==> src/hdl/bitmap_first_fit_allocator_assert.svh <==
// ----------------------------------------------------------------------------
// bitmap first-fit allocator assertion macros
// shared concurrent assertion forms used by the allocator modules
// ----------------------------------------------------------------------------
`ifndef BITMAP_FIRST_FIT_ALLOCATOR_ASSERT_SVH
`define BITMAP_FIRST_FIT_ALLOCATOR_ASSERT_SVH

// same-cycle implication
`define BFFA_ASSERT_IMPL(label, clk, rst, ante, cons, msg) \
   label: assert property (@(posedge clk) disable iff (rst) (ante) |-> (cons)) \
      else $error(msg);

// next-cycle implication
`define BFFA_ASSERT_NEXT(label, clk, rst, ante, cons, msg) \
   label: assert property (@(posedge clk) disable iff (rst) (ante) |=> (cons)) \
      else $error(msg);

`endif

==> src/hdl/bffa_pkg.sv <==
// ----------------------------------------------------------------------------
// bffa_pkg
// types and constants shared by the bitmap first-fit allocator modules
// ----------------------------------------------------------------------------
package bffa_pkg;

   // field widths
   localparam int UNIT_W   = 12;
   localparam int CFG_W    = 13;
   localparam int BASE_W   = 14;
   localparam int STATUS_W = 2;
   localparam int TDATA_W  = 16;

   // configuration port
   localparam int CSR_DATA_W = 32;
   localparam int CSR_ADDR_W = 3;
   localparam logic CSR_IDX_UNITS_IN_USE = 1'b0;
   localparam logic [CFG_W-1:0] CFG_RESET = 13'd4096;

   // result status codes
   localparam logic [STATUS_W-1:0] STATUS_OK    = 2'd0;
   localparam logic [STATUS_W-1:0] STATUS_FULL  = 2'd1;
   localparam logic [STATUS_W-1:0] STATUS_RANGE = 2'd2;

   // request kinds
   localparam logic MODE_ALLOC = 1'b0;
   localparam logic MODE_FREE  = 1'b1;

   typedef enum logic [2:0] {
      STATE_CLEAR,
      STATE_IDLE,
      STATE_ALLOC,
      STATE_SEEK,
      STATE_FREE_WR,
      STATE_FINISH
   } bffa_state_type;

   typedef struct packed {
      logic clr_step;
      logic load_req;
      logic alloc_scan;
      logic free_seek;
      logic free_write;
      logic load_rsp;
   } bffa_cmd_type;

   typedef struct packed {
      logic clr_last;
      logic found;
      logic full;
      logic range_err;
      logic word_hit;
      logic out_free;
   } bffa_sts_type;

endpackage

==> src/hdl/bffa_ctrl.sv <==
// ----------------------------------------------------------------------------
// bffa_ctrl
// sequencer for clearing, allocate scans, free read-modify-writes and replies
// ----------------------------------------------------------------------------
`include "bitmap_first_fit_allocator_assert.svh"

module bffa_ctrl (
   input  logic                  clock,
   input  logic                  reset,
   input  logic                  req_tvalid,
   output logic                  req_tready,
   input  logic                  req_mode,
   input  bffa_pkg::bffa_sts_type sts,
   output bffa_pkg::bffa_cmd_type cmd
);

   bffa_pkg::bffa_state_type state_ff;
   bffa_pkg::bffa_state_type state_in;

   always_ff @(posedge clock) begin
      if (reset) begin
         state_ff <= bffa_pkg::STATE_CLEAR;
      end else begin
         state_ff <= state_in;
      end
   end

   // next state
   always_comb begin
      state_in = state_ff;
      unique case (state_ff)
         bffa_pkg::STATE_CLEAR: begin
            if (sts.clr_last) state_in = bffa_pkg::STATE_IDLE;
         end
         bffa_pkg::STATE_IDLE: begin
            if (req_tvalid) begin
               if (req_mode == bffa_pkg::MODE_FREE) state_in = bffa_pkg::STATE_SEEK;
               else state_in = bffa_pkg::STATE_ALLOC;
            end
         end
         bffa_pkg::STATE_ALLOC: begin
            if (sts.found || sts.full) state_in = bffa_pkg::STATE_FINISH;
         end
         bffa_pkg::STATE_SEEK: begin
            if (sts.range_err) state_in = bffa_pkg::STATE_FINISH;
            else if (sts.word_hit) state_in = bffa_pkg::STATE_FREE_WR;
         end
         bffa_pkg::STATE_FREE_WR: begin
            state_in = bffa_pkg::STATE_FINISH;
         end
         bffa_pkg::STATE_FINISH: begin
            if (sts.out_free) state_in = bffa_pkg::STATE_IDLE;
         end
         default: begin
            state_in = bffa_pkg::STATE_CLEAR;
         end
      endcase
   end

   // outputs
   always_comb begin
      cmd        = '0;
      req_tready = 1'b0;
      unique case (state_ff)
         bffa_pkg::STATE_CLEAR: begin
            cmd.clr_step = 1'b1;
         end
         bffa_pkg::STATE_IDLE: begin
            req_tready   = 1'b1;
            cmd.load_req = req_tvalid;
         end
         bffa_pkg::STATE_ALLOC: begin
            cmd.alloc_scan = 1'b1;
         end
         bffa_pkg::STATE_SEEK: begin
            cmd.free_seek = 1'b1;
         end
         bffa_pkg::STATE_FREE_WR: begin
            cmd.free_write = 1'b1;
         end
         bffa_pkg::STATE_FINISH: begin
            cmd.load_rsp = sts.out_free;
         end
         default: begin
            cmd = '0;
         end
      endcase
   end

   `BFFA_ASSERT_NEXT(a_accept_leaves_idle, clock, reset, req_tvalid && req_tready,
      state_ff != bffa_pkg::STATE_IDLE, "accepted item did not start work")
   `BFFA_ASSERT_NEXT(a_finish_returns_idle, clock, reset,
      state_ff == bffa_pkg::STATE_FINISH && sts.out_free,
      state_ff == bffa_pkg::STATE_IDLE, "reply handed off but sequencer not idle")

endmodule

==> src/hdl/bffa_datapath.sv <==
// ----------------------------------------------------------------------------
// bffa_datapath
// bitmap word memory, scan pointers, lowest-free-bit search and reply register
// ----------------------------------------------------------------------------
`include "bitmap_first_fit_allocator_assert.svh"

module bffa_datapath #(
   parameter int NUM_UNITS = 4096,
   parameter int WORD_BITS = 32
) (
   input  logic                                 clock,
   input  logic                                 reset,
   input  bffa_pkg::bffa_cmd_type                cmd,
   output bffa_pkg::bffa_sts_type                sts,
   input  logic [bffa_pkg::CFG_W-1:0]            limit,
   input  logic [bffa_pkg::UNIT_W-1:0]           req_unit,
   input  logic                                 rsp_tready,
   output logic                                 rsp_tvalid,
   output logic [bffa_pkg::STATUS_W-1:0]         rsp_status,
   output logic [bffa_pkg::UNIT_W-1:0]           rsp_unit
);

   localparam int NUM_WORDS = (NUM_UNITS + WORD_BITS - 1) / WORD_BITS;
   localparam int WADDR_W   = (NUM_WORDS > 1) ? $clog2(NUM_WORDS) : 1;
   localparam int BIT_W     = $clog2(WORD_BITS);
   localparam int BASE_W    = bffa_pkg::BASE_W;

   logic [WORD_BITS-1:0] mem [NUM_WORDS];
   logic [WORD_BITS-1:0] rd_data_ff;

   logic [WADDR_W-1:0]  addr_ff, addr_in;
   logic [BASE_W-1:0]   base_ff, base_in;
   logic                chk_vld_ff, chk_vld_in;
   logic [WADDR_W-1:0]  chk_addr_ff, chk_addr_in;
   logic [BASE_W-1:0]   chk_base_ff, chk_base_in;
   logic [bffa_pkg::UNIT_W-1:0]   idx_ff, idx_in;
   logic [bffa_pkg::STATUS_W-1:0] res_status_ff, res_status_in;
   logic [bffa_pkg::UNIT_W-1:0]   res_unit_ff, res_unit_in;
   logic                          rsp_vld_ff, rsp_vld_in;
   logic [bffa_pkg::STATUS_W-1:0] rsp_status_ff, rsp_status_in;
   logic [bffa_pkg::UNIT_W-1:0]   rsp_unit_ff, rsp_unit_in;

   logic [BASE_W-1:0]    limit_ext;
   logic [BASE_W-1:0]    rem;
   logic [BASE_W-1:0]    idx_ext;
   logic [BASE_W-1:0]    seek_end;
   logic                 issue_ok;
   logic [WORD_BITS-1:0] valid_mask;
   logic [WORD_BITS-1:0] masked_free;
   logic [WORD_BITS-1:0] low_free;
   logic [BIT_W-1:0]     bit_sel;
   logic [BIT_W-1:0]     bit_off;
   logic                 found;
   logic                 full;
   logic                 range_err;
   logic                 word_hit;
   logic                 mem_we;
   logic                 mem_re;
   logic [WADDR_W-1:0]   mem_waddr;
   logic [WORD_BITS-1:0] mem_wdata;

   assign limit_ext = BASE_W'(limit);
   assign idx_ext   = BASE_W'(idx_ff);
   assign issue_ok  = base_ff < limit_ext;
   assign rem       = limit_ext - chk_base_ff;
   assign seek_end  = base_ff + BASE_W'(WORD_BITS);
   assign range_err = idx_ext >= limit_ext;
   assign word_hit  = idx_ext < seek_end;
   assign bit_off   = BIT_W'(idx_ext - base_ff);

   // bits past the unit count count as used
   always_comb begin
      valid_mask = '0;
      for (int j = 0; j < WORD_BITS; j++) begin
         valid_mask[j] = BASE_W'(j) < rem;
      end
   end

   assign masked_free = ~rd_data_ff & valid_mask;
   assign low_free    = masked_free & (~masked_free + WORD_BITS'(1));

   // encode the isolated lowest free bit
   always_comb begin
      bit_sel = '0;
      for (int j = 0; j < WORD_BITS; j++) begin
         if (low_free[j]) bit_sel = bit_sel | BIT_W'(j);
      end
   end

   assign found = cmd.alloc_scan && chk_vld_ff && (masked_free != '0);
   assign full  = cmd.alloc_scan && !chk_vld_ff && !issue_ok;

   assign sts.clr_last  = addr_ff == WADDR_W'(NUM_WORDS - 1);
   assign sts.found     = found;
   assign sts.full      = full;
   assign sts.range_err = range_err;
   assign sts.word_hit  = word_hit;
   assign sts.out_free  = !rsp_vld_ff || rsp_tready;

   // memory port control
   always_comb begin
      mem_we    = 1'b0;
      mem_waddr = addr_ff;
      mem_wdata = '0;
      if (cmd.clr_step) begin
         mem_we = 1'b1;
      end else if (found) begin
         mem_we    = 1'b1;
         mem_waddr = chk_addr_ff;
         mem_wdata = rd_data_ff | low_free;
      end else if (cmd.free_write) begin
         mem_we    = 1'b1;
         mem_wdata = rd_data_ff & ~(WORD_BITS'(1) << bit_off);
      end
   end

   assign mem_re = (cmd.alloc_scan && issue_ok && !found) ||
                   (cmd.free_seek && word_hit && !range_err);

   always_ff @(posedge clock) begin
      if (mem_we) begin
         mem[mem_waddr] <= mem_wdata;
      end
      if (mem_re) begin
         rd_data_ff <= mem[addr_ff];
      end
   end

   // pointer, result and reply updates
   always_comb begin
      addr_in       = addr_ff;
      base_in       = base_ff;
      chk_vld_in    = chk_vld_ff;
      chk_addr_in   = chk_addr_ff;
      chk_base_in   = chk_base_ff;
      idx_in        = idx_ff;
      res_status_in = res_status_ff;
      res_unit_in   = res_unit_ff;
      rsp_vld_in    = rsp_vld_ff;
      rsp_status_in = rsp_status_ff;
      rsp_unit_in   = rsp_unit_ff;

      if (cmd.clr_step) begin
         addr_in = addr_ff + WADDR_W'(1);
      end

      if (cmd.load_req) begin
         addr_in    = '0;
         base_in    = '0;
         chk_vld_in = 1'b0;
         idx_in     = req_unit;
      end

      if (cmd.alloc_scan) begin
         chk_vld_in  = issue_ok && !found;
         chk_addr_in = addr_ff;
         chk_base_in = base_ff;
         if (issue_ok && !found) begin
            addr_in = addr_ff + WADDR_W'(1);
            base_in = seek_end;
         end
         if (found) begin
            res_status_in = bffa_pkg::STATUS_OK;
            res_unit_in   = bffa_pkg::UNIT_W'(chk_base_ff + BASE_W'(bit_sel));
         end else if (full) begin
            res_status_in = bffa_pkg::STATUS_FULL;
            res_unit_in   = '0;
         end
      end

      if (cmd.free_seek) begin
         if (range_err) begin
            res_status_in = bffa_pkg::STATUS_RANGE;
            res_unit_in   = '0;
         end else if (!word_hit) begin
            addr_in = addr_ff + WADDR_W'(1);
            base_in = seek_end;
         end
      end

      if (cmd.free_write) begin
         res_status_in = bffa_pkg::STATUS_OK;
         res_unit_in   = '0;
      end

      if (cmd.load_rsp) begin
         rsp_vld_in    = 1'b1;
         rsp_status_in = res_status_ff;
         rsp_unit_in   = res_unit_ff;
      end else if (rsp_tready) begin
         rsp_vld_in = 1'b0;
      end
   end

   always_ff @(posedge clock) begin
      if (reset) begin
         addr_ff    <= '0;
         chk_vld_ff <= 1'b0;
         rsp_vld_ff <= 1'b0;
      end else begin
         addr_ff    <= addr_in;
         chk_vld_ff <= chk_vld_in;
         rsp_vld_ff <= rsp_vld_in;
      end
   end

   always_ff @(posedge clock) begin
      base_ff       <= base_in;
      chk_addr_ff   <= chk_addr_in;
      chk_base_ff   <= chk_base_in;
      idx_ff        <= idx_in;
      res_status_ff <= res_status_in;
      res_unit_ff   <= res_unit_in;
      rsp_status_ff <= rsp_status_in;
      rsp_unit_ff   <= rsp_unit_in;
   end

   assign rsp_tvalid = rsp_vld_ff;
   assign rsp_status = rsp_status_ff;
   assign rsp_unit   = rsp_unit_ff;

   `BFFA_ASSERT_NEXT(a_load_shows_reply, clock, reset, cmd.load_rsp, rsp_vld_ff,
      "reply load did not raise valid")
   `BFFA_ASSERT_IMPL(a_unit_zero_unless_ok, clock, reset,
      rsp_vld_ff && rsp_status_ff != bffa_pkg::STATUS_OK, rsp_unit_ff == '0,
      "granted unit nonzero on a failed or free reply")

endmodule

==> src/hdl/bitmap_first_fit_allocator.sv <==
// allocate scans the bitmap words in order up to the first word holding a free unit,
//   or through every word within the unit count when the bitmap is full
// free walks the words up to the word of its unit, and an out of range unit answers without a memory access
// one item at a time: the word pointer walks the single-port bitmap memory one word a cycle
// reset: after reset a clearing pass writes every bitmap word to zero,
//   with no item accepted; configuration writes are taken throughout
// ----------------------------------------------------------------------------
// bitmap_first_fit_allocator
// first-fit unit allocator over a usage bitmap with an apb configuration port
// ----------------------------------------------------------------------------
module bitmap_first_fit_allocator #(
   parameter int NUM_UNITS = 4096,
   parameter int WORD_BITS = 32
) (
   input  logic                               clock,
   input  logic                               reset,
   // request channel
   input  logic                               req_tvalid,
   output logic                               req_tready,
   input  logic [bffa_pkg::TDATA_W-1:0]       req_tdata,   // [11:0] unit_index
   input  logic                               req_tuser,   // [0] mode
   // reply channel
   output logic                               rsp_tvalid,
   input  logic                               rsp_tready,
   output logic [bffa_pkg::TDATA_W-1:0]       rsp_tdata,   // [11:0] granted_unit
   output logic [bffa_pkg::STATUS_W-1:0]      rsp_tuser,   // [1:0] status
   // configuration port
   input  logic                               csr_psel,
   input  logic                               csr_penable,
   input  logic                               csr_pwrite,
   input  logic [bffa_pkg::CSR_ADDR_W-1:0]    csr_paddr,
   input  logic [bffa_pkg::CSR_DATA_W-1:0]    csr_pwdata,
   output logic [bffa_pkg::CSR_DATA_W-1:0]    csr_prdata,
   output logic                               csr_pready
);

   logic [bffa_pkg::CFG_W-1:0]    units_ff, units_in;
   logic [bffa_pkg::CFG_W-1:0]    limit;
   logic                          csr_wr;
   logic                          csr_hit;
   bffa_pkg::bffa_cmd_type        cmd;
   bffa_pkg::bffa_sts_type        sts;
   logic [bffa_pkg::STATUS_W-1:0] rsp_status;
   logic [bffa_pkg::UNIT_W-1:0]   rsp_unit;

   // register file: one register, units_in_use at byte address 0
   assign csr_pready = 1'b1;
   assign csr_hit    = csr_paddr[bffa_pkg::CSR_ADDR_W-1] == bffa_pkg::CSR_IDX_UNITS_IN_USE;
   assign csr_wr     = csr_psel && csr_penable && csr_pwrite && csr_pready;

   always_comb begin
      units_in = units_ff;
      if (csr_wr && csr_hit) units_in = csr_pwdata[bffa_pkg::CFG_W-1:0];
   end

   always_ff @(posedge clock) begin
      if (reset) begin
         units_ff <= bffa_pkg::CFG_RESET;
      end else begin
         units_ff <= units_in;
      end
   end

   assign csr_prdata = csr_hit ? bffa_pkg::CSR_DATA_W'(units_ff) : '0;

   // count above the bitmap capacity saturates to it
   always_comb begin
      if (32'(units_ff) > NUM_UNITS) limit = bffa_pkg::CFG_W'(NUM_UNITS);
      else limit = units_ff;
   end

   bffa_ctrl u_ctrl (
      .clock      (clock),
      .reset      (reset),
      .req_tvalid (req_tvalid),
      .req_tready (req_tready),
      .req_mode   (req_tuser),
      .sts        (sts),
      .cmd        (cmd)
   );

   bffa_datapath #(
      .NUM_UNITS (NUM_UNITS),
      .WORD_BITS (WORD_BITS)
   ) u_datapath (
      .clock      (clock),
      .reset      (reset),
      .cmd        (cmd),
      .sts        (sts),
      .limit      (limit),
      .req_unit   (req_tdata[bffa_pkg::UNIT_W-1:0]),
      .rsp_tready (rsp_tready),
      .rsp_tvalid (rsp_tvalid),
      .rsp_status (rsp_status),
      .rsp_unit   (rsp_unit)
   );

   // reply payload, granted unit zero-extended to whole bytes
   assign rsp_tdata = bffa_pkg::TDATA_W'(rsp_unit);
   assign rsp_tuser = rsp_status;

endmodule

==> config.mk <==
export PLATFORM = sky130hd
export DESIGN_NAME = bitmap_first_fit_allocator
export DESIGN_NICKNAME = d
export VERILOG_FILES = /design/src/hdl/bffa_pkg.sv /design/src/hdl/bffa_ctrl.sv /design/src/hdl/bffa_datapath.sv /design/src/hdl/bitmap_first_fit_allocator.sv
export VERILOG_INCLUDE_DIRS = /design/src /design/src/hdl
export SDC_FILE = /design/constraint.sdc
export NUM_CORES = 2
export LEC_CHECK = 0
export BUFFER_PORTS_ARGS = -buffer_cell sky130_fd_sc_hd__buf_2
export CAP_MARGIN = 20
export CORE_MARGIN = 2
export CORE_UTILIZATION = 30
export DETAILED_ROUTE_END_ITERATION = 8
export GPL_TIMING_DRIVEN = 1
export HOLD_SLACK_MARGIN = 0.05
export SYNTH_ARGS = -nofsm -noshare
export SYNTH_HDL_FRONTEND = slang
export SYNTH_SLANG_ARGS = --single-unit
==> constraint.sdc <==
create_clock -name clock -period 24.9 [get_ports clock]
set_input_delay 4.98 -clock clock [delete_from_list [all_inputs] [get_ports clock]]
set_output_delay 4.98 -clock clock [all_outputs]
set_load 0.02 [all_outputs]
==> impl_results.md <==
- Outcome: finished, final reports clean
- Syn_area_per_cell: between 20 and 25 um^2
- Worst hold path startpoint: u_datapath.res_unit_ff[11]
- Detailed router's first-iteration violation count: about 9900
- Post-synth EDFFs: 4180
- Synthesized area: roughly 170000 um^2
- Post-DRT Antenna Nets: 0
- Layout cell share with drive strength beyond 1: 0.321
- Die area: ~560000 um^2
- Worst hold slack: about 400 ps
- Core box area: about 550000 um^2
- Drt pass-1 iters: 5
- Min cycle time layout: between 10000 and 15000 ps
- First-pass GRT wire length: approximately 600 mm
- Mapped Cells: ~7100
- Asr flop ratio synth: 0
- Via count: 78000
- Worst Path Required: ~20000 ps
- Worst slew pin tran: 1230 ps
- Hold Path Class: reg2reg
- R2R cell count: 16
- Clk Latency, worst-skew pair: approximately 1000 ps
- Register area share after synthesis: 0.766
- Final period utilization: 0.422
- Antenna violations before repair: 36
- Fin worst setup slack: approximately 14000 ps
- Crit path kind: in2out
- Final setup violation count: 0
- Setup WS pre-CTS: roughly 14000 ps
- CP Max Fanout: 15
- Critical R2R Capture: u_datapath.mem[82][28]
- Area Growth Syn to Fin: 15.2%
- Yosys cell types: between 80 and 90
- Vias/cell: 5.16
- Fin cells: between 15000 and 20000
- Final Net Count: 7584
- Slew Limit Fails: 0
- Starting density of the core: 0.301
- Synth warnings: 0
- DP Cell Count: around 14000
- Clock buffer depth: 4
- Leakage power: around 60 nW
- Clock slew at reported path FFs: 60 ps
- # rows: 272
- Unrepaired setup endpoints after global routing: false
- Root Buffer: clkbuf_16
- Startpoint Class: input port
- Flops & latches, synth: around 4200
- Commonest non-fill, non-tap cell in the layout: edfxtp_1
- Vias in the first global route: approximately 79000
- R2R setup slack: 16390 ps
- Crit end category: output port
- Final Hold Viols: 0
- Setup Buffers After CTS: 0
- Sum Neg Setup Slack: 0 ps
- Slew margin rel.: 0.178
- Fmax: roughly 95 MHz
- Fillers: approximately 50000
- Reg2reg start: units_ff[12]
- Global Route Usage Sum: 0.149
- Worst vdd ir: approximately 60 uV
- Chip height: ~750 um
- H-tree depth: 5
- IO Pins: 112
- WHS Path Cells: 0
- # resized after CTS: 0
- CP arrival: about 5500 ps
- CTS tree: done
- Largest net degree at the start of global routing: about 140
- I/O Buffers: between 60 and 70
- DRC: 0
- Clk_skew: approximately 90 ps
- Max Cap Violations: 0
- Num Clock Sinks: 4228
- Total Wirelength: 427 mm
- Commonest non-fill, non-tap cells in the layout: edfxtp_1, mux4_2, clkbuf_16, buf_4, nor2_4
- Drt wl/cell: 28.3 um
- Prevailing post-synth register cell: edfxtp_1
- Power Density: 76.7 nW/um^2
- Chip Width: roughly 750 um
- HPWL Detailed: between 200 and 250 mm
- TritonCTS Buffers: 421
- Hold Crit Endpoint: u_datapath.rsp_unit[11]
- Grt ovf: 0
- Placer congestion estimate: approximately 0.87
- Cts hold-fix bufs: 0
## worst max-delay path, cell delays in order
cell and delay, ps:
buf_2 180, nor2b_1 160, buf_2 190
## stage by stage
| step | util | power [W] | area [um^2] |
|---|---|---|---|
| 2_1_floorplan | - | 0.00831 | 165000 |
| 3_3_place_gp | 0.322 | 0.00851 | 176000 |
| 3_5_place_dp | 0.322 | 0.00852 | 176000 |
| 4_1_cts | 0.346 | 0.0147 | 190000 |
| 5_1_grt | 0.347 | 0.0150 | 190000 |
| 6_report | 0.347 | 0.0146 | 190000 |
## Yosys cell counts, drive strengths merged (19+ instances only)
library cell | instances | area (um^2)
nand3 | 40 | 210
o21ai | 92 | 460
a31oi | 28 | 181
dfxtp | 48 | 961
mux2 | 32 | 360
nand2b | 31 | 194
nor2 | 216 | 811
a21o | 23 | 173
nor2b | 27 | 169
inv | 55 | 206
ha | 56 | 701
mux4 | 1340 | 30200
nand2 | 131 | 492
edfxtp | 4180 | 126000
mux2i | 28 | 318
xnor2 | 19 | 166
buf | 159 | 737
clkbuf | 232 | 871
nand4 | 27 | 175
nor3 | 53 | 275
a21oi | 84 | 420
## worst max path at each step
| stage | startpoint | end | slack (ps) |
|---|---|---|---|
| 2_1_floorplan | units_ff[12] | u_datapath.mem[0][30] | 14270 |
| 3_3_place_gp | csr_paddr[2] | csr_prdata[5] | 14430 |
| 3_5_place_dp | csr_paddr[2] | csr_prdata[7] | 14400 |
| 4_1_cts | csr_paddr[2] | csr_prdata[7] | 14400 |
| 5_1_grt | csr_paddr[2] | csr_prdata[7] | 14360 |
| 6_report | csr_paddr[2] | csr_prdata[7] | 14400 |
## where the power goes
group	switching, W	internal [W]	leakage, nW
Combinational	0.000348	0.000288	11.7
Sequential	0.00000984	0.00772	40.1
Clock	0.00269	0.00354	6.59
Total	0.00304	0.0115	58.4
## sequential cells by signal, summed over array words and instances, names as in the netlist, 12 cells and up
signal,count
u_datapath.res_unit_ff,12
u_datapath.mem,4096
u_datapath.rsp_unit,12
u_datapath.chk_base_ff,14
units_ff,13
u_datapath.idx_ff,12
u_datapath.rd_data_ff,32
u_datapath.base_ff,14
## metal layers
metal,vias up,GRT usage,wire length (um)
met5,-,0,0
met3,587,0.0317,37300
met1,42600,0.203,173000
li1,31300,-,-
met4,0,0.0378,11000
met2,3623,0.243,206000
## cell families after synthesis
family | count (synthesis) | share of synthesized area
compound gates | 321 | 0.0123
simple gates | 599 | 0.0173
other cells | 2 | 0.0000455
fa+ha+maj | 59 | 0.00461
xor+xnor | 24 | 0.00127
mux | 1400 | 0.187
flops | 4228 | 0.766
buf+inv | 448 | 0.0110
## cell type report
type,count,area [um^2],area share
sequential,4228,127000,0.665
multi-input combinational,2427,38200,0.201
clock buffer,509,11000,0.0577
tap,7261,9080,0.0478
timing repair buffer,331,2600,0.0137
clock inverter,271,2540,0.0133
inverter,57,214,0.00113
antenna,29,72.6,0.000382
(Power assumes the default switching activity.)
